$ cat config.mk
export PLATFORM = sky130hd
export DESIGN_NAME = servo_angle_to_pwm_writes
export DESIGN_NICKNAME = d
export VERILOG_FILES = /design/src/sv/svpwm_pkg.sv /design/src/sv/svpwm_interp.sv /design/src/sv/servo_angle_to_pwm_writes.sv
export SDC_FILE = /design/constraint.sdc
export NUM_CORES = 1
export LEC_CHECK = 0
export BUFFER_PORTS_ARGS = -buffer_cell sky130_fd_sc_hd__buf_2
export CORE_MARGIN = 2
export CORE_UTILIZATION = 55
export CTS_BUF_LIST = sky130_fd_sc_hd__clkbuf_16
export DETAILED_ROUTE_END_ITERATION = 8
export PLACE_DENSITY_LB_ADDON = 0.3
export SETUP_SLACK_MARGIN = 0.2
export SYNTH_ARGS = -nofsm -noshare
export SYNTH_HDL_FRONTEND = slang
export SYNTH_SLANG_ARGS = --single-unit
export TNS_END_PERCENT = 50
$ cat constraint.sdc
create_clock -name clk -period 11.6 [get_ports clk]
set_input_delay 0 -clock clk [delete_from_list [all_inputs] [get_ports clk]]
set_output_delay 0 -clock clk [all_outputs]
set_load 0.02 [all_outputs]
$ cat src/sv/svpwm_pkg.sv
// ============================================================================
// svpwm_pkg
// Shared constants, calibration tables and types for the servo angle to
// PWM register write block.
// ============================================================================
package svpwm_pkg;

    // Controller register map
    localparam int CHANNEL_COUNT    = 16;
    localparam int BASE_REGISTER    = 6;
    localparam int BREAKPOINT_COUNT = 9;
    localparam int SEG_COUNT        = BREAKPOINT_COUNT - 1;
    localparam int SEG_W            = $clog2(SEG_COUNT);
    localparam int BP_IDX_W         = $clog2(BREAKPOINT_COUNT);

    // Field widths
    localparam int CHAN_W  = 4;
    localparam int ANGLE_W = 13;
    localparam int ADDR_W  = 8;
    localparam int DATA_W  = 8;
    localparam int PWM_W   = 12;
    localparam int ON_W    = 9;   // on count never exceeds 260

    localparam logic [PWM_W-1:0] PWM_FULL = 12'hFFF;
    localparam int               ON_MAX   = 260;

    // Breakpoint angles in whole degrees
    localparam int BP_DEG [BREAKPOINT_COUNT] = '{0, 30, 45, 60, 90, 120, 135, 150, 180};

    // Duty tables in units of 1/20000, one row per servo type
    localparam int DUTY_TAB [2][BREAKPOINT_COUNT] = '{
        '{290, 370, 450, 560, 700, 800, 880, 1020, 1100},
        '{300, 420, 500, 650, 800, 950, 1050, 1180, 1270}
    };

    // All segments are scaled to a common width of SEG_LCM degrees
    localparam int SEG_LCM = 30;
    localparam int SEG_MULT [SEG_COUNT] = '{1, 2, 2, 1, 1, 2, 2, 1};

    // Duty result handed from the interpolator to the write sequencer
    typedef struct packed {
        logic [CHAN_W-1:0] channel;
        logic [ON_W-1:0]   on;
    } svpwm_duty_t;

endpackage

$ cat src/sv/svpwm_interp.sv
// ============================================================================
// svpwm_interp
// Four stage interpolation pipeline: clamp and segment pick, slope multiply,
// scale by 273/1024, and divide by 625 through a reciprocal.
// ============================================================================
module svpwm_interp
    import svpwm_pkg::*;
(
    input  logic                      clk,
    input  logic                      rst_n,
    input  logic                      in_valid,
    output logic                      in_ready,
    input  logic                      servo_model,
    input  logic [CHAN_W-1:0]         channel,
    input  logic signed [ANGLE_W-1:0] angle_sixteenths,
    output logic                      duty_valid,
    input  logic                      duty_ready,
    output svpwm_duty_t               duty
);

    localparam int S_MAX   = BP_DEG[BREAKPOINT_COUNT-1] * 16;
    localparam int SPAN_W  = 12;
    localparam int DS_W    = 9;
    localparam int DY_W    = 8;
    localparam int NUM_W   = 20;
    localparam int P_W     = 28;
    localparam int Q_W     = 18;
    // 4095/(20000*16*30) reduces to 273/640000 = 273 / (1024 * 625)
    localparam int K_SCALE = 273;
    localparam int Q_SHIFT = 10;
    // Reciprocal of 625 with 28 fraction bits, exact for Q below 2^18
    localparam int R_SHIFT = 28;
    localparam logic [18:0] R_MULT = 19'd429497;

    // Stage valid bits and advance enables
    logic v1_reg, v2_reg, v3_reg, v4_reg;
    logic adv1, adv2, adv3, adv4;

    assign adv4     = !v4_reg || duty_ready;
    assign adv3     = !v3_reg || adv4;
    assign adv2     = !v2_reg || adv3;
    assign adv1     = !v1_reg || adv2;
    assign in_ready = adv1;

    // Stage payloads
    logic [CHAN_W-1:0] ch1_reg, ch2_reg, ch3_reg, ch4_reg;
    logic [NUM_W-1:0]  base1_reg;
    logic [DS_W-1:0]   ds1_reg;
    logic [DY_W-1:0]   dy1_reg;
    logic [NUM_W-1:0]  num2_reg;
    logic [Q_W-1:0]    q3_reg;
    logic [ON_W-1:0]   on4_reg;

    logic [NUM_W-1:0]  base1_next;
    logic [DS_W-1:0]   ds1_next;
    logic [DY_W-1:0]   dy1_next;
    logic [NUM_W-1:0]  num2_next;
    logic [Q_W-1:0]    q3_next;
    logic [ON_W-1:0]   on4_next;

    // Stage 1: clamp the angle, pick the segment, fetch its constants
    logic [SPAN_W-1:0]   s_clamp;
    logic [SEG_W-1:0]    seg;
    logic [BP_IDX_W-1:0] idx_lo;
    logic [BP_IDX_W-1:0] idx_hi;
    logic [SPAN_W-1:0]   d_full;

    always_comb
    begin
        if (angle_sixteenths <= 0)
            s_clamp = '0;
        else if (int'(angle_sixteenths) >= S_MAX)
            s_clamp = SPAN_W'(S_MAX);
        else
            s_clamp = SPAN_W'(angle_sixteenths);

        seg = SEG_W'(SEG_COUNT - 1);
        for (int j = SEG_COUNT - 1; j >= 0; j--)
        begin
            if (int'(s_clamp) <= BP_DEG[j+1] * 16)
                seg = SEG_W'(j);
        end

        idx_lo     = BP_IDX_W'(seg);
        idx_hi     = idx_lo + BP_IDX_W'(1);
        d_full     = s_clamp - SPAN_W'(BP_DEG[idx_lo] * 16);
        ds1_next   = DS_W'(d_full * SPAN_W'(SEG_MULT[seg]));
        base1_next = NUM_W'(DUTY_TAB[servo_model][idx_lo] * 16 * SEG_LCM);
        dy1_next   = DY_W'(DUTY_TAB[servo_model][idx_hi] - DUTY_TAB[servo_model][idx_lo]);
    end

    // Stage 2: add the slope term
    assign num2_next = base1_reg + NUM_W'(ds1_reg * dy1_reg);

    // Stage 3: scale by 273 and drop the power-of-two part of the divisor
    logic [P_W-1:0] p3;
    assign p3      = P_W'(num2_reg * P_W'(K_SCALE));
    assign q3_next = p3[P_W-1:Q_SHIFT];

    // Stage 4: divide by 625 through the reciprocal
    logic [Q_W+19-1:0] r4;
    assign r4       = (Q_W+19)'(q3_reg) * (Q_W+19)'(R_MULT);
    assign on4_next = r4[R_SHIFT +: ON_W];

    // Advance valid bits
    always_ff @(posedge clk or negedge rst_n)
    begin
        if (!rst_n)
        begin
            v1_reg <= 1'b0;
            v2_reg <= 1'b0;
            v3_reg <= 1'b0;
            v4_reg <= 1'b0;
        end
        else
        begin
            if (adv1) v1_reg <= in_valid;
            if (adv2) v2_reg <= v1_reg;
            if (adv3) v3_reg <= v2_reg;
            if (adv4) v4_reg <= v3_reg;
        end
    end

    // Advance payloads
    always_ff @(posedge clk)
    begin
        if (adv1)
        begin
            ch1_reg   <= channel;
            base1_reg <= base1_next;
            ds1_reg   <= ds1_next;
            dy1_reg   <= dy1_next;
        end
        if (adv2)
        begin
            ch2_reg  <= ch1_reg;
            num2_reg <= num2_next;
        end
        if (adv3)
        begin
            ch3_reg <= ch2_reg;
            q3_reg  <= q3_next;
        end
        if (adv4)
        begin
            ch4_reg <= ch3_reg;
            on4_reg <= on4_next;
        end
    end

    assign duty_valid   = v4_reg;
    assign duty.channel = ch4_reg;
    assign duty.on      = on4_reg;

endmodule

$ cat src/sv/servo_angle_to_pwm_writes.sv
// ============================================================================
// servo_angle_to_pwm_writes
// Maps a servo angle to PWM on/off counts and emits four register writes.
// ============================================================================
// Flow: an item passes the four pipeline stages and then the write register,
// which offers its four writes back to back while the output does not stall.
// The single write output port (four writes per item) bounds the item rate;
// the four-stage pipeline accepts an item per cycle unless back-pressure
// holds it.
// Reset: rst_n clears all valid bits and the write counter; no clearing pass.
module servo_angle_to_pwm_writes
    import svpwm_pkg::*;
(
    input  logic                      clk,
    input  logic                      rst_n,
    input  logic                      in_valid,
    output logic                      in_ready,
    input  logic                      servo_model,
    input  logic [CHAN_W-1:0]         channel,
    input  logic signed [ANGLE_W-1:0] angle_sixteenths,
    output logic                      out_valid,
    input  logic                      out_ready,
    output logic [ADDR_W-1:0]         reg_address,
    output logic [DATA_W-1:0]         reg_data,
    output logic                      last
);

    typedef enum logic [1:0] {
        BEAT_OFF_LO = 2'd0,
        BEAT_OFF_HI = 2'd1,
        BEAT_ON_LO  = 2'd2,
        BEAT_ON_HI  = 2'd3
    } beat_t;

    logic        duty_valid;
    logic        duty_ready;
    svpwm_duty_t duty;

    svpwm_interp u_interp (
        .clk              (clk),
        .rst_n            (rst_n),
        .in_valid         (in_valid),
        .in_ready         (in_ready),
        .servo_model      (servo_model),
        .channel          (channel),
        .angle_sixteenths (angle_sixteenths),
        .duty_valid       (duty_valid),
        .duty_ready       (duty_ready),
        .duty             (duty)
    );

    // Write sequencer state
    logic              out_valid_reg;
    beat_t             beat_reg;
    logic [CHAN_W-1:0] chan_reg;
    logic [PWM_W-1:0]  on_reg;
    logic [PWM_W-1:0]  off_reg;
    logic [PWM_W-1:0]  on_next;

    logic beat_done;
    assign beat_done  = out_valid_reg && out_ready;
    assign duty_ready = !out_valid_reg || (beat_done && beat_reg == BEAT_ON_HI);
    assign on_next    = PWM_W'(duty.on);

    // Load a new item or step through its four writes
    always_ff @(posedge clk or negedge rst_n)
    begin
        if (!rst_n)
        begin
            out_valid_reg <= 1'b0;
            beat_reg      <= BEAT_OFF_LO;
        end
        else if (duty_ready)
        begin
            out_valid_reg <= duty_valid;
            beat_reg      <= BEAT_OFF_LO;
        end
        else if (beat_done)
        begin
            beat_reg <= beat_t'(beat_reg + 2'd1);
        end
    end

    always_ff @(posedge clk)
    begin
        if (duty_ready && duty_valid)
        begin
            chan_reg <= duty.channel;
            on_reg   <= on_next;
            off_reg  <= PWM_FULL - on_next;
        end
    end

    // Present the current write
    always_comb
    begin
        unique case (beat_reg)
            BEAT_OFF_LO: reg_data = off_reg[7:0];
            BEAT_OFF_HI: reg_data = DATA_W'(off_reg[PWM_W-1:8]);
            BEAT_ON_LO:  reg_data = on_reg[7:0];
            BEAT_ON_HI:  reg_data = DATA_W'(on_reg[PWM_W-1:8]);
            default:     reg_data = '0;
        endcase
    end

    assign reg_address = ADDR_W'(BASE_REGISTER) + ADDR_W'({chan_reg, 2'b00})
                       + ADDR_W'(beat_reg);
    assign out_valid   = out_valid_reg;
    assign last        = (beat_reg == BEAT_ON_HI);

    // Writes of one item go to consecutive addresses without a gap
    a_addr_step: assert property (@(posedge clk) disable iff (!rst_n)
        (out_valid && out_ready && !last) |=>
            (out_valid && reg_address == $past(reg_address) + 8'd1))
        else $error("write sequence broke between beats");

    // On and off counts always add to the full period
    a_on_off_sum: assert property (@(posedge clk) disable iff (!rst_n)
        out_valid_reg |-> ((13'(on_reg) + 13'(off_reg)) == 13'(PWM_FULL)))
        else $error("on and off counts do not sum to full period");

    // On count stays within the calibrated range
    a_on_bound: assert property (@(posedge clk) disable iff (!rst_n)
        out_valid_reg |-> (on_reg <= PWM_W'(ON_MAX)))
        else $error("on count beyond calibrated maximum");

    // A finished item is taken from the pipeline only when its last write leaves
    a_no_early_load: assert property (@(posedge clk) disable iff (!rst_n)
        (out_valid_reg && !(out_ready && last)) |-> !duty_ready)
        else $error("sequencer reloaded before last write");

endmodule

==> summary.txt, run 1 <==
status - finished, final reports clean
starting density of the core - 0.560
DRT iter0 DRCs - 466
CTS clk-pin slew, worst paths - 0.07 ns
first drt pass iteration count - 5
Die H - 178 um
most frequent cell after synthesis - inv_1
number of antenna violations at the first check in global routing - 0
unrepaired setup endpoints after global routing - no
Tcrit/Tclk final - 0.564
relative slew slack - 0.286
gr ovfl total - 0
n_diodes - 0
port bufs - 39
Clock Skews - 0.0170 ns
Post-DRT Antenna Nets - 0
P&R area growth vs syn - 7.29%
Slew Limit Fails - 0
crit-path max FO - 6
Cells after Synth - 1583
maximum clock insertion buffer count - 2
wire per inst - 15.9 um
Fin. Hold Viols - 0
Area contributors post-synth - ha_1 (25%), fa_1 (24%), edfxtp_1 (21%), inv_1 (7.7%), xnor2_1 (2.3%)
overall routed net length - 32500 um
Commonest cells post-synth - inv_1 (341), ha_1 (327), fa_1 (199)
Synth Area in XOR/XNOR - 0.0311
Hold/Removal Path Class - in2reg
Async S/R FF share, synth - 0.0579
largest family of logic cells by synthesized area - adder cells
Synthesis Warnings - 0
die width - 178 um
Max Cap Viol - 0
Layout fillers - 2433
Post-CTS Setup Inserts - 0
Max Clk Rate - 153 MHz
Netlist Area Pre-Place - 16600 um^2
Critical Path RT - 11.77 ns
number of global-route vias before repair - 11300
CTS root buf - clkbuf_16
clock insertion delay at the later pin of the skew report - 0.43 ns
crit path capture type - flop
ys flop type - edfxtp_1
Placed Area - 17200 um^2
register area share after synthesis - 0.216
WS Path Type - reg2reg
Yosys reg bits - 121
fin nets - 2181
final core occ - 0.601
setup TNS - 0 ns
remaining routing DRC violations - 0
cell area after layout - 17800 um^2
io pins - 41
Simple-Gate Fraction of Synth Area - 0.100
worst-margin pin slew - 1.07 ns
Core Box Area - 29700 um^2
CTS tree - done
CTS Buf Count - 17
detailed placement HPWL - 27600 um
Final setup viols - 0
Yosys cell types - 82
area leader, netlist - ha_1
post-route minimum period - 6.54 ns
Synth Area in Compound Gates - 0.0755
Total Routing Usage GR - 0.216
pin count of the biggest net entering global routing - 37
max reg flops - 19
WP data arrival - 6.72 ns
worst hold slack - 0.0433 ns
H-Tree Depth - 4
Via-to-Cell Ratio - 5.36
first-pass GRT wire length - 54000 um
type of origin of the critical path - flop
mux contribution to synthesized area - 0.00496
Avg Cell Area, Syn - 10.5 um^2
EDFF count, synth - 114
# rows - 63
Sink Count - 121
layout cells sized above 1 - 0.0656
top-area cell type share of the netlist area - 0.246
Die Area - 31700 um^2
Final GP Congestion - 0.934
via count - 10900
Post-Synth Adder-Cell Area - 0.485
routing by layer:
| layer | share of wire | track usage | vias to the layer above | routed length (um) |
|---|---|---|---|---|
| met5 | 0 | 0 | - | 0 |
| met4 | 0.021 | 0.0584 | 0 | 670 |
| met3 | 0.023 | 0.0221 | 43 | 757 |
| met2 | 0.53 | 0.409 | 187 | 17200 |
| met1 | 0.43 | 0.259 | 5350 | 13800 |
| li1 | - | - | 5336 | - |
worst max-delay path, cell delays in order (launching register included):
cell      delay [ns]
edfxtp_1        0.52
fa_1            0.58
inv_1           0.05
fa_1            0.48
fa_1            0.55
inv_1           0.06
fa_1            0.54
inv_1           0.06
fa_1            0.52
inv_1           0.05
fa_1            0.48
ha_1            0.29
nand4_1         0.07
nor2_1          0.21
o2111a_1        0.22
o21ai_0         0.15
a31oi_1         0.55
o311ai_0        0.32
a31oi_1         0.32
a21oi_1         0.14
xnor2_1         0.13
what timing repair did:
| action | in CTS | in global routing |
|---|---|---|
| hold buffers | 8 | 0 |
| endpoints found under the hold margin | 14 | 0 |
| gates resized for setup | 0 | 0 |
area by class of cell:
type	count	area [um^2]	share of cell area
clock buffers	17	425	0.0238
clock inverters	15	146	0.00820
inverters	342	1280	0.0719
multi-input cells	1102	11600	0.651
flip-flops and latches	121	3600	0.202
well taps	390	488	0.0273
repair buffers	49	290	0.0163
path summary, 6_finish.rpt:
check                                    startpoint                   to  slack (ns)  depth (start not counted)
worst max-delay path            u_interp.q3_reg[15]  u_interp.on4_reg[8]        5.06                         20
max in group asynchronous                     rst_n          beat_reg[1]       10.83                          3
worst min register to register  u_interp.ch1_reg[2]  u_interp.ch2_reg[2]        0.41                          0
worst min-delay path            angle_sixteenths[0]  u_interp.ds1_reg[0]        0.04                          2
worst max register to register  u_interp.q3_reg[15]  u_interp.on4_reg[8]        5.06                         20
min in group asynchronous                     rst_n      u_interp.v3_reg        0.53                          3
per-stage QoR:
stage                     worst slack, ns  std cells
final                                5.06       2036
after global routing                 4.62       2036
after CTS                            5.09       2036
after detailed placement             4.76       1996
after global placement               4.98       1996
after floorplan                      5.69       1584
logic make-up (layout without fill, tap and decap cells):
logic type | Yosys count | in the layout
flip-flops | 121 | 121
buffers and inverters | 361 | 423
XOR/XNOR | 59 | 59
other | 2 | 3
multiplexers | 7 | 7
AO/OA/AOI/OAI | 181 | 181
AND/OR/NAND/NOR | 326 | 326
adder cells (fa/ha/maj) | 526 | 526
cells in the final DEF (no fill, tap or decap), drive strengths merged, types with 3 or more instances in the layout:
| master | count |
|---|---|
| a211oi | 13 |
| a21boi | 3 |
| a21o | 16 |
| a21oi | 43 |
| a31oi | 8 |
| and2 | 52 |
| and3 | 14 |
| buf | 41 |
| clkbuf | 17 |
| conb | 3 |
| dfrtp | 7 |
| dlygate4sd3 | 8 |
| edfxtp | 114 |
| fa | 199 |
| ha | 327 |
| inv | 353 |
| mux2i | 6 |
| nand2 | 81 |
| nand2b | 14 |
| nand3 | 15 |
| nand4 | 4 |
| nor2 | 79 |
| nor2b | 11 |
| nor3 | 21 |
| nor4 | 3 |
| o2111ai | 4 |
| o21a | 13 |
| o21ai | 38 |
| o21bai | 7 |
| o22ai | 3 |
| o311ai | 4 |
| or2 | 9 |
| or3 | 5 |
| or4 | 7 |
| xnor2 | 43 |
| xor2 | 16 |
Power of run 1 is left out: the tool's default activity adds up to more than one toggle a clock period on the data nets, which glitch-free logic cannot reach.
==> run 2, diff against run 1 <==
clock period = 5.9 ns   (was 11.6 ns; I/O delays follow)
==> run 2 against run 1 <==
Net effect:
- via count is 0.50% higher
- worst setup slack worse by 4.8 ns
- largest cell class unchanged
- hold slack better by 0.029 ns
- highest routed layer unchanged
- critical path type unchanged
- routed wire length is 0.25% higher
- utilization is 2.1 points higher
- clock-buffer cell count stayed put
- register-to-register slack worse by 4.8 ns
- global-route usage is 0.50 points higher
- final cell count is 2.9% higher
- cell area is 3.4% higher
==> summary.txt, run 2 (synthesis results as in run 1) <==
status - finished, final reports clean
Slew Limit Fails - 0 (unchanged)
Sink Count - 121 (unchanged)
commonest non-fill, non-tap cell in the layout - inv_1
unrepaired setup endpoints after global routing - yes
worst-margin pin slew - 1.09 ns (+0.0185 ns)
Min-Delay Endpoint - u_interp.ds1_reg[0]
fin nets - 2241 (+2.8%)
H-Tree Depth - 4 (unchanged)
Die Area - 31700 um^2 (unchanged)
starting density of the core - 0.560 (unchanged)
Critical Path RT - 6.08 ns (-5.69 ns)
Core Box Area - 29700 um^2 (unchanged)
# rows - 63 (unchanged)
CTS clk-pin slew, worst paths - 0.06 ns (about the same)
crit path capture type - flop
Final GP Congestion - 0.942 (+0.89%)
reg-to-reg slack, setup - 0.29 ns (-4.77 ns)
WS Path Type - reg2reg
Max Cap Viol - 0 (unchanged)
Tcrit/Tclk final - 0.951 (+0.387)
via count - 11000 (+0.50%)
layout cells sized above 1 - 0.110 (+0.0440)
first-pass GRT wire length - 55400 um (+2.6%)
DP Worst Slack - -0.155 ns (-4.91 ns)
die width - 178 um (unchanged)
Layout fillers - 2374 (-2.4%)
relative slew slack - 0.274 (-0.0124)
hold-critical path depth - 3 (+1)
Die H - 178 um (unchanged)
FF-to-FF Start - u_interp.q3_reg[5]
post-route minimum period - 5.61 ns (-0.933 ns)
setup TNS - 0 ns (unchanged)
gr ovfl total - 0 (unchanged)
max reg flops - 19 (unchanged)
Multi-input gate area - 11700 um^2 (+0.98%)
worst hold slack - 0.0721 ns (+0.0289 ns)
Total Routing Usage GR - 0.221 (+0.00504)
maximum clock insertion buffer count - 2 (unchanged)
P&R area growth vs syn - 11.0%
most frequent cells in the layout - inv_1 (338), ha_1 (322), fa_1 (199), edfxtp_1 (114), nand2_1 (78)
crit-path max FO - 5 (-1)
clock insertion delay at the later pin of the skew report - 0.43 ns (about the same)
number of global-route vias before repair - 11800 (+4.4%)
port bufs - 39 (unchanged)
pin count of the biggest net entering global routing - 37 (unchanged)
io pins - 41 (unchanged)
Critical R2R Capture - u_interp.on4_reg[8]
r2r worst-path depth - 18 (-10%)
remaining routing DRC violations - 0 (unchanged)
Hold/Removal Path Class - in2reg
storage element area - 3600 um^2 (unchanged)
Post-DRT Antenna Nets - 0 (unchanged)
CTS root buf - clkbuf_16
DRT iter0 DRCs - 495 (+6.2%)
Clock Skews - 0.0115 ns (-0.00552 ns)
first drt pass iteration count - 6 (+1)
WP data arrival - 5.79 ns (-0.93 ns)
detailed placement HPWL - 27900 um (+1.1%)
worst setup margin - 0.288 ns (-4.77 ns)
Fin. Hold Viols - 0 (unchanged)
wire per inst - 15.5 um (-2.6%)
CTS tree - done
number of antenna violations at the first check in global routing - 0 (unchanged)
type of origin of the critical path - flop
Final setup viols - 0 (unchanged)
CTS Buf Count - 17 (unchanged)
Max Clk Rate - 178 MHz (+17%)
overall routed net length - 32500 um (+0.25%)
Via-to-Cell Ratio - 5.23 (-2.4%)
n_diodes - 0 (unchanged)
Hold Path Origin - angle_sixteenths[0]
[run 2: changes by cell type in the layout (fill, tap and decap cells not counted), moves of 3 or more]
cell       delta
inv_1         -3
buf_4        +59
inv_2         +4
bufinv_16     +3
inv_8         -5
ha_1          -5
ha_4          +3
[run 2: worst max-delay path by stage]
| stage | from | to | slack (ns) | cells past startpoint |
|---|---|---|---|---|
| finish | u_interp.q3_reg[5] | u_interp.on4_reg[8] | 0.29 | 18 |
| global route | u_interp.q3_reg[17] | u_interp.on4_reg[8] | 0.005 | 20 |
| CTS | u_interp.q3_reg[17] | u_interp.on4_reg[8] | 0.20 | 19 |
| detailed placement | u_interp.q3_reg[15] | u_interp.on4_reg[8] | -0.16 | 20 |
| global placement | u_interp.q3_reg[15] | u_interp.on4_reg[8] | -0.07 | 20 |
| floorplan | angle_sixteenths[0] | u_interp.base1_reg[18] | 0.18 | 24 |
[run 2: layer usage]
layer	global-route usage	wire, um	up-vias
met5	0	0	-
met4	0.0628	652	0
met3	0.0253	632	49
met2	0.427	17600	145
met1	0.254	13600	5331
li1	-	-	5446
[run 2: through the flow]
stage / cell area [um^2] / utilization / cells
final: 18500 / 0.621 / 2096
after global routing: 18500 / 0.621 / 2096
after CTS: 18400 / 0.619 / 2095
after detailed placement: 17600 / 0.592 / 2048
after global placement: 17600 / 0.592 / 2048
after floorplan: 16600 / - / 1584
[run 2: layout make-up]
cell class,count,area share
sequential,121,0.195
multi-input combinational,1102,0.635
tap,390,0.0264
clock inverter,15,0.0102
clock buffer,17,0.0230
inverter,342,0.0695
timing repair buffer,109,0.0403
[run 2: worst max-delay path, cell delays in order, from the launching register on]
cell and delay [ns]:
edfxtp_1 0.50, ha_1 0.46, fa_1 0.49, fa_1 0.52, inv_1 0.05, fa_1 0.47, inv_1 0.05, fa_1 0.46
fa_1 0.48, ha_1 0.32, a21oi_1 0.14, o21ai_0 0.10, and3_1 0.19, a211oi_2 0.24, a31oi_2 0.16, o311ai_2 0.30
a31oi_1 0.17, a21oi_1 0.18, xnor2_1 0.10
[run 2: timing repair]
item | CTS | global route
resized for setup | 12 | 12
endpoints found under the setup margin | 7 | 9
endpoints found under the hold margin | 14 | 0
hold buffers | 8 | 0
pin swaps | 18 | 5
buffers inserted | 7 | 1
Power of run 2 is left out for the same reason.
